### src/design/rsip_pkg.sv
package rsip_pkg;

  localparam int unsigned POS_W = 13;
  localparam int unsigned MAG_W = 34;
  localparam int unsigned RADIX_W = 6;
  localparam int unsigned VALUE_W = 32;

  localparam logic [POS_W-1:0] MAX_LENGTH = 13'd4096;
  localparam logic [MAG_W-1:0] MAG_CAP = 34'h2_0000_0000;
  localparam logic [RADIX_W-1:0] RADIX_RESET = 6'd10;
  localparam logic [RADIX_W-1:0] RADIX_HEX = 6'd16;

  localparam logic [VALUE_W-1:0] INT_MAX_VAL = 32'h7FFF_FFFF;
  localparam logic [VALUE_W-1:0] INT_MIN_VAL = 32'h8000_0000;

  localparam logic [7:0] CH_SPACE = 8'h20;
  localparam logic [7:0] CH_TAB = 8'h09;
  localparam logic [7:0] CH_PLUS = 8'h2B;
  localparam logic [7:0] CH_MINUS = 8'h2D;
  localparam logic [7:0] CH_ZERO = 8'h30;
  localparam logic [7:0] CH_LX = 8'h78;
  localparam logic [7:0] CH_UX = 8'h58;

  typedef enum logic [2:0] {
    PH_BLANK,
    PH_AFTER_SIGN,
    PH_ZERO,
    PH_DIGITS,
    PH_STOPPED
  } phase_t;

  typedef enum logic [1:0] {
    ST_OK,
    ST_INVALID,
    ST_RANGE
  } status_t;

  typedef struct packed {
    phase_t           phase;
    logic             neg;
    logic [MAG_W-1:0] mag;
    logic             dnz;
    logic [POS_W-1:0] pos;
    logic [POS_W-1:0] stop;
  } parse_state_t;

  localparam parse_state_t STATE_CLEAR = '{
    phase: PH_BLANK, neg: 1'b0, mag: '0, dnz: 1'b0, pos: '0, stop: '0
  };

  typedef struct packed {
    logic [POS_W-1:0]   end_offset;
    status_t            status;
    logic [VALUE_W-1:0] value;
  } result_t;

endpackage

### src/design/rsip_step.sv
module rsip_step (
  input  rsip_pkg::parse_state_t             st,
  input  logic [7:0]                         char_code,
  input  logic                               last_char,
  input  logic [rsip_pkg::RADIX_W-1:0]       radix,
  output rsip_pkg::parse_state_t             st_nxt,
  output rsip_pkg::result_t                  res
);
  import rsip_pkg::*;

  // digit value of a character; valid flag low for non-digits
  function automatic logic [6:0] digit_of(input logic [7:0] c);
    logic [7:0] t;
    begin
      t = 8'd0;
      if (c >= 8'h30 && c <= 8'h39) begin
        t = c - 8'h30;
        return {1'b1, t[5:0]};
      end else if (c >= 8'h61 && c <= 8'h7A) begin
        t = c - 8'h61 + 8'd10;
        return {1'b1, t[5:0]};
      end else if (c >= 8'h41 && c <= 8'h5A) begin
        t = c - 8'h41 + 8'd10;
        return {1'b1, t[5:0]};
      end
      return 7'd0;
    end
  endfunction

  logic [6:0]         dig;
  logic               dig_ok;
  logic [39:0]        prod;
  logic [MAG_W-1:0]   mag_sat;
  logic               is_blank;
  logic               is_sign;
  logic               is_x;
  logic               start_zero;
  logic               invalid;
  logic [POS_W-1:0]   pos_p1;
  parse_state_t       upd;

  assign dig        = digit_of(char_code);
  assign dig_ok     = dig[6] && (dig[5:0] < radix);
  assign prod       = 40'(st.mag) * 40'(radix) + 40'(dig[5:0]);
  assign mag_sat    = (prod > 40'(MAG_CAP)) ? MAG_CAP : prod[MAG_W-1:0];
  assign is_blank   = (char_code == CH_SPACE) || (char_code == CH_TAB);
  assign is_sign    = (char_code == CH_PLUS) || (char_code == CH_MINUS);
  assign is_x       = (char_code == CH_LX) || (char_code == CH_UX);
  assign start_zero = (radix == RADIX_HEX) && (char_code == CH_ZERO) && !last_char;
  assign pos_p1     = st.pos + 13'd1;

  always_comb begin
    upd     = st;
    invalid = 1'b0;
    unique case (st.phase)
      PH_BLANK, PH_AFTER_SIGN, PH_ZERO, PH_DIGITS: begin
        if (st.phase == PH_BLANK && is_blank) begin
          invalid = last_char;
        end else if (st.phase == PH_BLANK && is_sign) begin
          upd.neg   = (char_code == CH_MINUS);
          upd.phase = PH_AFTER_SIGN;
          invalid   = last_char;
        end else if ((st.phase == PH_BLANK || st.phase == PH_AFTER_SIGN) && start_zero) begin
          upd.mag   = '0;
          upd.dnz   = 1'b1;
          upd.phase = PH_ZERO;
        end else if (st.phase == PH_ZERO && is_x) begin
          upd.dnz   = 1'b0;
          upd.phase = PH_DIGITS;
        end else if (dig_ok) begin
          upd.mag   = mag_sat;
          upd.dnz   = 1'b1;
          upd.phase = PH_DIGITS;
        end else begin
          upd.stop  = st.dnz ? st.pos : '0;
          upd.phase = PH_STOPPED;
        end
      end
      default: begin
      end
    endcase
    if (st.pos < MAX_LENGTH) begin
      upd.pos = pos_p1;
    end

    res.value      = '0;
    res.status     = ST_OK;
    res.end_offset = '0;
    if (invalid) begin
      res.status = ST_INVALID;
    end else begin
      if (upd.phase == PH_STOPPED) begin
        res.end_offset = upd.stop;
      end else if (upd.dnz) begin
        res.end_offset = (pos_p1 > MAX_LENGTH) ? MAX_LENGTH : pos_p1;
      end
      if (upd.neg) begin
        if (upd.mag > 34'h0_8000_0000) begin
          res.value  = INT_MIN_VAL;
          res.status = ST_RANGE;
        end else begin
          res.value = 32'd0 - upd.mag[VALUE_W-1:0];
        end
      end else begin
        if (upd.mag > 34'h0_7FFF_FFFF) begin
          res.value  = INT_MAX_VAL;
          res.status = ST_RANGE;
        end else begin
          res.value = upd.mag[VALUE_W-1:0];
        end
      end
    end

    st_nxt = last_char ? STATE_CLEAR : upd;
  end

endmodule

### src/design/radix_string_to_int_parser_core.sv
// Radix string-to-integer parser.
// in_*  : one character word per transfer; in_tdata[7:0] = char_code,
//         in_tlast marks the last character of the substring.
// out_* : one result word per substring, sent for the word carrying in_tlast.
//         out_tdata = {zero pad, end_offset[12:0], status[1:0], value[31:0]}.
// cfg_* : cfg_wr_en writes cfg_wr_data into the radix register (reset 10);
//         write only while no substring is in flight.
// Characters are parsed from the input register; results are registered for out_*.
// Throughput: one character per cycle unless a held result stalls a last character;
// the input register and the result register decouple the channels, each
// character does one 34x6 multiply-add.
// Reset clears the parse state and both registers' valid flags; radix -> 10.
// When out_tready stays low, the held result blocks only the next word that
// carries in_tlast; plain characters keep flowing, then in_tready drops once
// a last character waits in the input register.
module radix_string_to_int_parser_core (
  input  logic                           clk,
  input  logic                           rst_n,
  input  logic                           in_tvalid,
  output logic                           in_tready,
  input  logic [7:0]                     in_tdata,    // [7:0] char_code
  input  logic                           in_tlast,
  output logic                           out_tvalid,
  input  logic                           out_tready,
  output logic [47:0]                    out_tdata,   // value, status, end_offset, pad
  input  logic                           cfg_wr_en,
  input  logic [rsip_pkg::RADIX_W-1:0]   cfg_wr_data
);
  import rsip_pkg::*;

  logic [RADIX_W-1:0] radix_r;
  logic               s1_valid_r;
  logic [7:0]         s1_char_r;
  logic               s1_last_r;
  logic               out_valid_r;
  result_t            out_res_r;
  parse_state_t       st_r;
  parse_state_t       st_nxt;
  result_t            res;
  logic               out_free;
  logic               advance;

  assign out_free  = !out_valid_r || out_tready;
  assign advance   = s1_valid_r && (!s1_last_r || out_free);
  assign in_tready = !s1_valid_r || advance;

  rsip_step u_step (
    .st        (st_r),
    .char_code (s1_char_r),
    .last_char (s1_last_r),
    .radix     (radix_r),
    .st_nxt    (st_nxt),
    .res       (res)
  );

  always_ff @(posedge clk) begin
    if (!rst_n) begin
      radix_r     <= RADIX_RESET;
      s1_valid_r  <= 1'b0;
      out_valid_r <= 1'b0;
      st_r        <= STATE_CLEAR;
    end else begin
      if (cfg_wr_en) begin
        radix_r <= cfg_wr_data;
      end
      if (in_tready) begin
        s1_valid_r <= in_tvalid;
      end
      if (advance) begin
        st_r <= st_nxt;
      end
      if (advance && s1_last_r) begin
        out_valid_r <= 1'b1;
      end else if (out_tready) begin
        out_valid_r <= 1'b0;
      end
    end
  end

  always_ff @(posedge clk) begin
    if (in_tready && in_tvalid) begin
      s1_char_r <= in_tdata;
      s1_last_r <= in_tlast;
    end
    if (advance && s1_last_r) begin
      out_res_r <= res;
    end
  end

  assign out_tvalid = out_valid_r;
  assign out_tdata  = {1'b0, out_res_r};

`ifndef ASSERT_OFF
  a_invalid_zero: assert property (@(posedge clk) disable iff (!rst_n)
    out_valid_r && out_res_r.status == ST_INVALID |->
      out_res_r.value == '0 && out_res_r.end_offset == '0)
    else $error("invalid result with nonzero value or offset");

  a_range_sat: assert property (@(posedge clk) disable iff (!rst_n)
    out_valid_r && out_res_r.status == ST_RANGE |->
      out_res_r.value == INT_MAX_VAL || out_res_r.value == INT_MIN_VAL)
    else $error("range result not saturated");

  a_mag_cap: assert property (@(posedge clk) disable iff (!rst_n)
    st_r.mag <= MAG_CAP && st_r.pos <= MAX_LENGTH)
    else $error("accumulator or position beyond cap");

  a_clear_after_last: assert property (@(posedge clk) disable iff (!rst_n)
    advance && s1_last_r |=> st_r.phase == PH_BLANK && st_r.pos == '0 && out_valid_r)
    else $error("parse state not cleared after last character");

  a_no_overwrite: assert property (@(posedge clk) disable iff (!rst_n)
    out_valid_r && !out_tready |=> out_valid_r && $stable(out_res_r))
    else $error("pending result overwritten");
`endif

endmodule

### config.mk
export PLATFORM = sky130hd
export DESIGN_NAME = radix_string_to_int_parser_core
export DESIGN_NICKNAME = d
export VERILOG_FILES = /design/src/design/rsip_pkg.sv /design/src/design/rsip_step.sv /design/src/design/radix_string_to_int_parser_core.sv
export SDC_FILE = /design/constraint.sdc
export NUM_CORES = 1
export LEC_CHECK = 0
export CAP_MARGIN = 20
export CORE_MARGIN = 2
export CORE_UTILIZATION = 46
export DETAILED_ROUTE_END_ITERATION = 10
export DONT_BUFFER_PORTS = 1
export PLACE_DENSITY = 0.7
export SLEW_MARGIN = 25
export SYNTH_ARGS = -nofsm -noshare
export SYNTH_HDL_FRONTEND = slang
export SYNTH_HIERARCHICAL = 1
export SYNTH_SLANG_ARGS = --single-unit
export TNS_END_PERCENT = 30
### constraint.sdc
create_clock -name clk -period 9.55 [get_ports clk]
set_input_delay 0.4775 -clock clk [delete_from_list [all_inputs] [get_ports clk]]
set_output_delay 0.4775 -clock clk [all_outputs]
set_load 0.01 [all_outputs]
Word-level counts from Yosys, hierarchy flattened
Index checks and enable logic that the tools add are counted.
Storage, ports and cells
  bits in registers: 129
  input port bits: 20
  output and inout bits: 50
  word-level logic and storage cells: 117
Operators by class
  add/sub/neg operators: 8
  multiply operators: 1
  $lt $le $gt $ge: 12
  equal/unequal tests: 12
  mux-type cells: 42
  reductions and logical operators: 28
Operators with widths (number)
  13-bit 2-to-1 mux: 11
  35-bit 2-to-1 mux: 3
  34-bit 2-to-1 mux: 3
  39-bit 2-to-1 mux: 2
  65-bit 2-to-1 mux: 1
  32-bit 2-to-1 mux: 2
  40-bit by 6-bit adder with 40-bit output: 1
  40-bit by 34-bit > comparator with 1-bit output (second input constant): 1
  34-bit by 6-bit multiplier with 40-bit output: 1
  34-bit by 31-bit > comparator with 1-bit output (second input constant): 1
  34-bit by 32-bit > comparator with 1-bit output (second input constant): 1
  8-bit by 6-bit equality test with 1-bit output (second input constant): 4
  1-bit by 32-bit subtractor with 32-bit output (first input constant): 1
  7-bit 2-to-1 mux: 4
  8-bit by 7-bit equality test with 1-bit output (second input constant): 2
  8-bit by 7-bit >= comparator with 1-bit output (second input constant): 2
  8-bit by 7-bit <= comparator with 1-bit output (second input constant): 2
  13-bit by 1-bit adder with 13-bit output (second input constant): 1
  13-bit > comparator (second input constant): 1
  1-bit logical AND: 13
  13-bit less-than comparator (second input constant): 1
  6-bit by 4-bit adder with 6-bit output (second input constant): 2
  3-bit 2-to-1 mux: 4
  6-bit subtractor (second input constant): 2
  other kinds (17): 37

Depth between registers and ports, before layout
  word-level depth: 18
  gate-level depth with buffers: 32

Modules after synthesis
The synthesis kept the hierarchy.
By module, submodules not included
  rsip_step: instances 1, cells an instance 1637, area each 11628.7 sq um, seq. area each 0.0 sq um
  radix_string_to_int_parser_core: instances 1, cells an instance 370, area each 4600.7 sq um, seq. area each 3143.0 sq um

Worst setup path after synthesis
No wires, ideal clock.
  kind: flip-flop to flip-flop
  start: register radix_r[5]
  end: register out_res_r (netlist bit out_tdata[10]) (data pin)
  library setup time: 0.257 ns
  arrival time: 7.155 ns
  slack: 2.138 ns
  cell stages (with the launch flop): 32
  path buffers: 5
  clock period less this slack: 7.412 ns
  cells stage by stage: dfxtp_1 > clkbuf_1 > clkbuf_1 > nand2_1 > fa_1 > fa_1 > inv_1 > fa_1 > inv_1 > fa_1 > inv_1 > ha_1 > a21oi_1 > o21ai_0 > a21oi_2 > o21ai_0 > xor2_1 > a2111oi_1 > nand4b_1 > o31ai_1 > and3_1 > buf_4 > buf_4 > a22oi_1 > ha_1 > o211ai_1 > a31oi_1 > nand2_1 > nor2_4 > o21bai_2 > buf_2 > nor2_1
Between the ends
  longest elaborated chain between the ends: 13
  elaborated cells between the ends (all ways): 22
RTL lines
  start: declaration: line radix_string_to_int_parser_core.sv:31  | logic [RADIX_W-1:0] radix_r;
  start signal: assignment: line radix_string_to_int_parser_core.sv:64  | radix_r <= cfg_wr_data;
  34-bit by 6-bit multiplier with 40-bit output: line rsip_step.sv:44  | assign prod = 40'(st.mag) * 40'(radix) + 40'(dig[5:0]);
  40-bit by 6-bit adder with 40-bit output: line rsip_step.sv:44
  40-bit by 34-bit > comparator with 1-bit output: line rsip_step.sv:45  | assign mag_sat = (prod > 40'(MAG_CAP)) ? MAG_CAP : prod[MAG_W-1:0];
  34-bit 2-to-1 mux: line rsip_step.sv:45
  35-bit 2-to-1 mux: line rsip_step.sv:70  | end else if (dig_ok) begin
  34-bit 2-to-1 mux: line rsip_step.sv:67  | end else if (st.phase == PH_ZERO && is_x) begin
  35-bit 2-to-1 mux *: line rsip_step.sv:63  | end else if ((st.phase == PH_BLANK || st.phase == PH_AFTER_SIGN) && start_zero) begin
  35-bit 2-to-1 mux *: line rsip_step.sv:59  | end else if (st.phase == PH_BLANK && is_sign) begin
  39-bit 2-to-1 mux *: line rsip_step.sv:57  | if (st.phase == PH_BLANK && is_blank) begin
  39-bit 2-to-1 mux *: line rsip_step.sv:55  | unique case (st.phase)
  1-bit by 32-bit subtractor with 32-bit output (tied with other cells): line rsip_step.sv:102  | res.value = 32'd0 - upd.mag[VALUE_W-1:0];
  32-bit 2-to-1 mux, on equally long branches: line rsip_step.sv:98, rsip_step.sv:105
  34-bit 2-to-1 mux *: line rsip_step.sv:97  | if (upd.neg) begin
  end signal: assignment: line radix_string_to_int_parser_core.sv:86  | out_res_r <= res;
  end: declaration: line radix_string_to_int_parser_core.sv:36  | result_t out_res_r;
Every way passes the cells marked *; elsewhere a longest branch is shown, timed or not.
A chain may end at the register's enable or synchronous reset.

Worst setup path in the final report
  start: register radix_r[1]
  end: register out_res_r (netlist bit out_tdata[1]) (data pin)
The elaborated chain is that of the path after synthesis.

==> out/results.ini <==
[global_routing]
grt_pass1_vias=13900
grt-ovfl-total=0
grtUsageTotal=0.256
grt_start_max_net_pins=139
antenna_found_initial=0
grt_pass1_wl_um=74500

[logic_synthesis]
async_flop_share=0
synth_area_per_cell_um2=8.09
synth_area_um2=16200
synth_mux_area_frac=0.0509
synth_adder_area_share=0.242
synth.top_cell.area_share=0.163
synth_fp_nets=2262
synth-seq-cells=129
synthXorXnorAreaFrac=0.0340
synth_area_leaders=fa_1 16%, edfxtp_1 10%, dfxtp_1 9.0%
netlist_instances=2007
synth_top_family_by_area=adder cells
synth_flop_cell=dfxtp_1
ys_warn_count=6
synth_edf_count=56
synthSimpleGateAreaFrac=0.235
synth_cell_types=97
synth_largest_area_cell=fa_1
synth-compound-area-share=0.164
synth-seq-area-share=0.194

[worst_setup_path]
path_class=reg2reg
cp.required_ns=9.70
worst_setup_path_start_kind=flop
cp_max_fo=25
endpoint_kind=flop
worstPathArrival_ns=9.00

[sta]
fin_skew_ns=0.0229
layout_setup_ws_ns=0.703
finalHoldViolations=0
setup_viol=0
layout_min_cycle_time_ns=8.85
fin_crit_sh=0.926
drv_slew=0
tightest_slew_ns=1.10
max_clock_freq_mhz=113
rsz0062_at_grt=no
max-slew-margin-rel=0.263
setup_tns_ns=0

[placement]
gp_congestion=0.963
dp_hpwl_um=35000
dp.cells=2349
port_buffers=0
placed_area_um2=16400
pre_cts_ws_ns=0.925

[floorplanning]
start_util=0.469
die_h_um=192
die_w_um=192
pin_count=70
dieArea_um2=36800
core.rowCount=68
coreArea_um2=34600

[power]
p_sw_frac=0.271
power.density_nw_per_um2=86.9
ir_worst_vdd_mv=0.132
clkPwrFrac=0.469
leakage_nw=7.44
power_frac_comb=0.125
p_seq_frac=0.406
switchingPower_mw=0.401
intPower_mw=1.08

[hold_path]
hp-class=in2reg

[clocking]
holdBufCountCts=0
cts_resized=0
cts_setup_buffers=0
cts-root-buf=clkbuf_16
cts_buffers=17
htree_levels=4
clock_latency_ns=0.44
cts_buffer_depth=2
cts_tree=done
cts.clk_slew.worst_paths_ns=0.06
numClockSinks=129

[cells_and_area]
seqCellArea_um2=3140
multi_input_comb_area_um2=11800
final_area_um2=17000
nNetsFinal=2168
diodes=0
layout-drive-gt1-share=0.0582
area_growth_pct=4.80
layout.cells.non_filler=2381
fill_cells=3259

[routing]
avgViaCountPerCell=5.99
final_antenna_net_count=0
drc=0
drtIter0Drc=1436
wirelength_um=46700
wire_per_inst_um=19.6
dr.pass1.iters=6
vias=14300

[job]
cap_violations=0

[run_status]
outcome=completed

-- power by group through the flow --
stage	Sequential, mW	Combinational (mW)	Clock [mW]
detailed placement	0.612	0.177	0
floorplan	0.603	0.147	0
CTS	0.600	0.179	0.698
finish	0.600	0.185	0.693
global placement	0.612	0.176	0
global route	0.602	0.199	0.723
-- routing by layer --
metal	vias to the layer above	wire [µm]	track usage
met1	6933	20300	0.345
met4	0	1750	0.0988
met2	621	21200	0.408
met5	-	0	0
li1	6605	-	-
met3	103	3480	0.0457
-- final timing paths --
path,startpoint,endpoint,slack [ns],cells after the start
worst max-delay path,radix_r[1],out_tdata[1],0.70,26
worst min-delay path,in_tdata[7],s1_char_r[7],0.15,0
worst max register to register,radix_r[1],out_tdata[1],0.70,26
worst min register to register,st_r[2],st_r[2],0.46,2
-- Yosys cell counts (13+ instances only) --
cell and number:
nand2_1 363, inv_1 178, nor2_1 165, fa_1 132, ha_1 103, clkbuf_1 102, a21oi_1 92, and2_1 85
mux2i_1 78, dfxtp_1 73, edfxtp_1 56, o21ai_0 56, xnor2_1 33, xor2_1 30, nand3_1 27, and3_1 25
nor3_1 25, a22oi_1 18, a31oi_1 17, or3_1 17, nand4_1 16, nor2b_1 15, a21o_1 14, nand2b_1 14
o211ai_1 14, o22ai_1 14, a32oi_1 13
-- cell usage in the layout (no fill, tap or decap), drive strengths merged, types with 14 or more instances in the layout --
cell type  netlist  layout
fa             132     132
a21oi           97      97
a31oi           17      17
o211ai          14      14
inv            178     180
nor2b           16      16
o22ai           14      14
a21o            14      14
a211oi          20      20
xnor2           33      33
nand2          363     363
dfxtp           73      73
nor3            26      26
nor2           168     168
mux2i           78      78
buf             34      25
clkbuf         104      18
a22oi           18      18
and2            88      88
edfxtp          56      56
xor2            30      30
nand2b          14      14
nand4           17      17
o21ai           59      59
or3             17      17
and3            25      25
nand3           27      27
ha             103     103
-- layout make-up --
type                    instances  share of cell area
clock buffers                  18              0.0252
clock inverters                14              0.0110
inverters                     178              0.0393
multi-input cells            1562               0.694
flip-flops and latches        129               0.185
well taps                     455              0.0335
repair buffers                 25              0.0118
-- stage by stage --
stage	util	total power, mW	hold slack (ns)
floorplan	-	0.750	0.431
global placement	0.473	0.788	0.443
detailed placement	0.473	0.789	0.448
CTS	0.491	1.48	0.119
global route	0.491	1.52	0.126
finish	0.491	1.48	0.149
-- flip-flops by register name, indices dropped and copies added (netlist names) --
signal      count
s1_char_r       8
out_tdata      47
out_tvalid      1
s1_last_r       1
radix_r         6
s1_valid_r      1
st_r           65
-- cell families after synthesis --
kind of cell / count (synthesis)
simple gates: 812
compound gates: 369
buf+inv: 316
fa+ha+maj: 235
flops: 129
mux: 82
xor+xnor: 63
other cells: 1
-- critical path, cell delays in order, from the launching register on --
cell,delay (ns)
dfxtp_1,1.00
nand2_1,0.20
fa_1,0.53
fa_1,0.51
inv_1,0.06
fa_1,0.48
ha_1,0.30
ha_1,0.50
a21oi_1,0.11
o21ai_0,0.56
a221oi_1,0.22
a31oi_1,0.49
xor2_1,0.25
a2111oi_0,0.46
buf_4,0.19
nand4b_1,0.10
o31ai_1,0.33
and3_1,0.38
a22oi_1,0.21
ha_1,0.38
o211ai_1,0.12
a31oi_1,0.10
nand2_1,0.17
nor2_4,0.06
o21bai_2,0.50
buf_12,0.27
a211oi_1,0.07
Power figures use the tool's default switching activity.
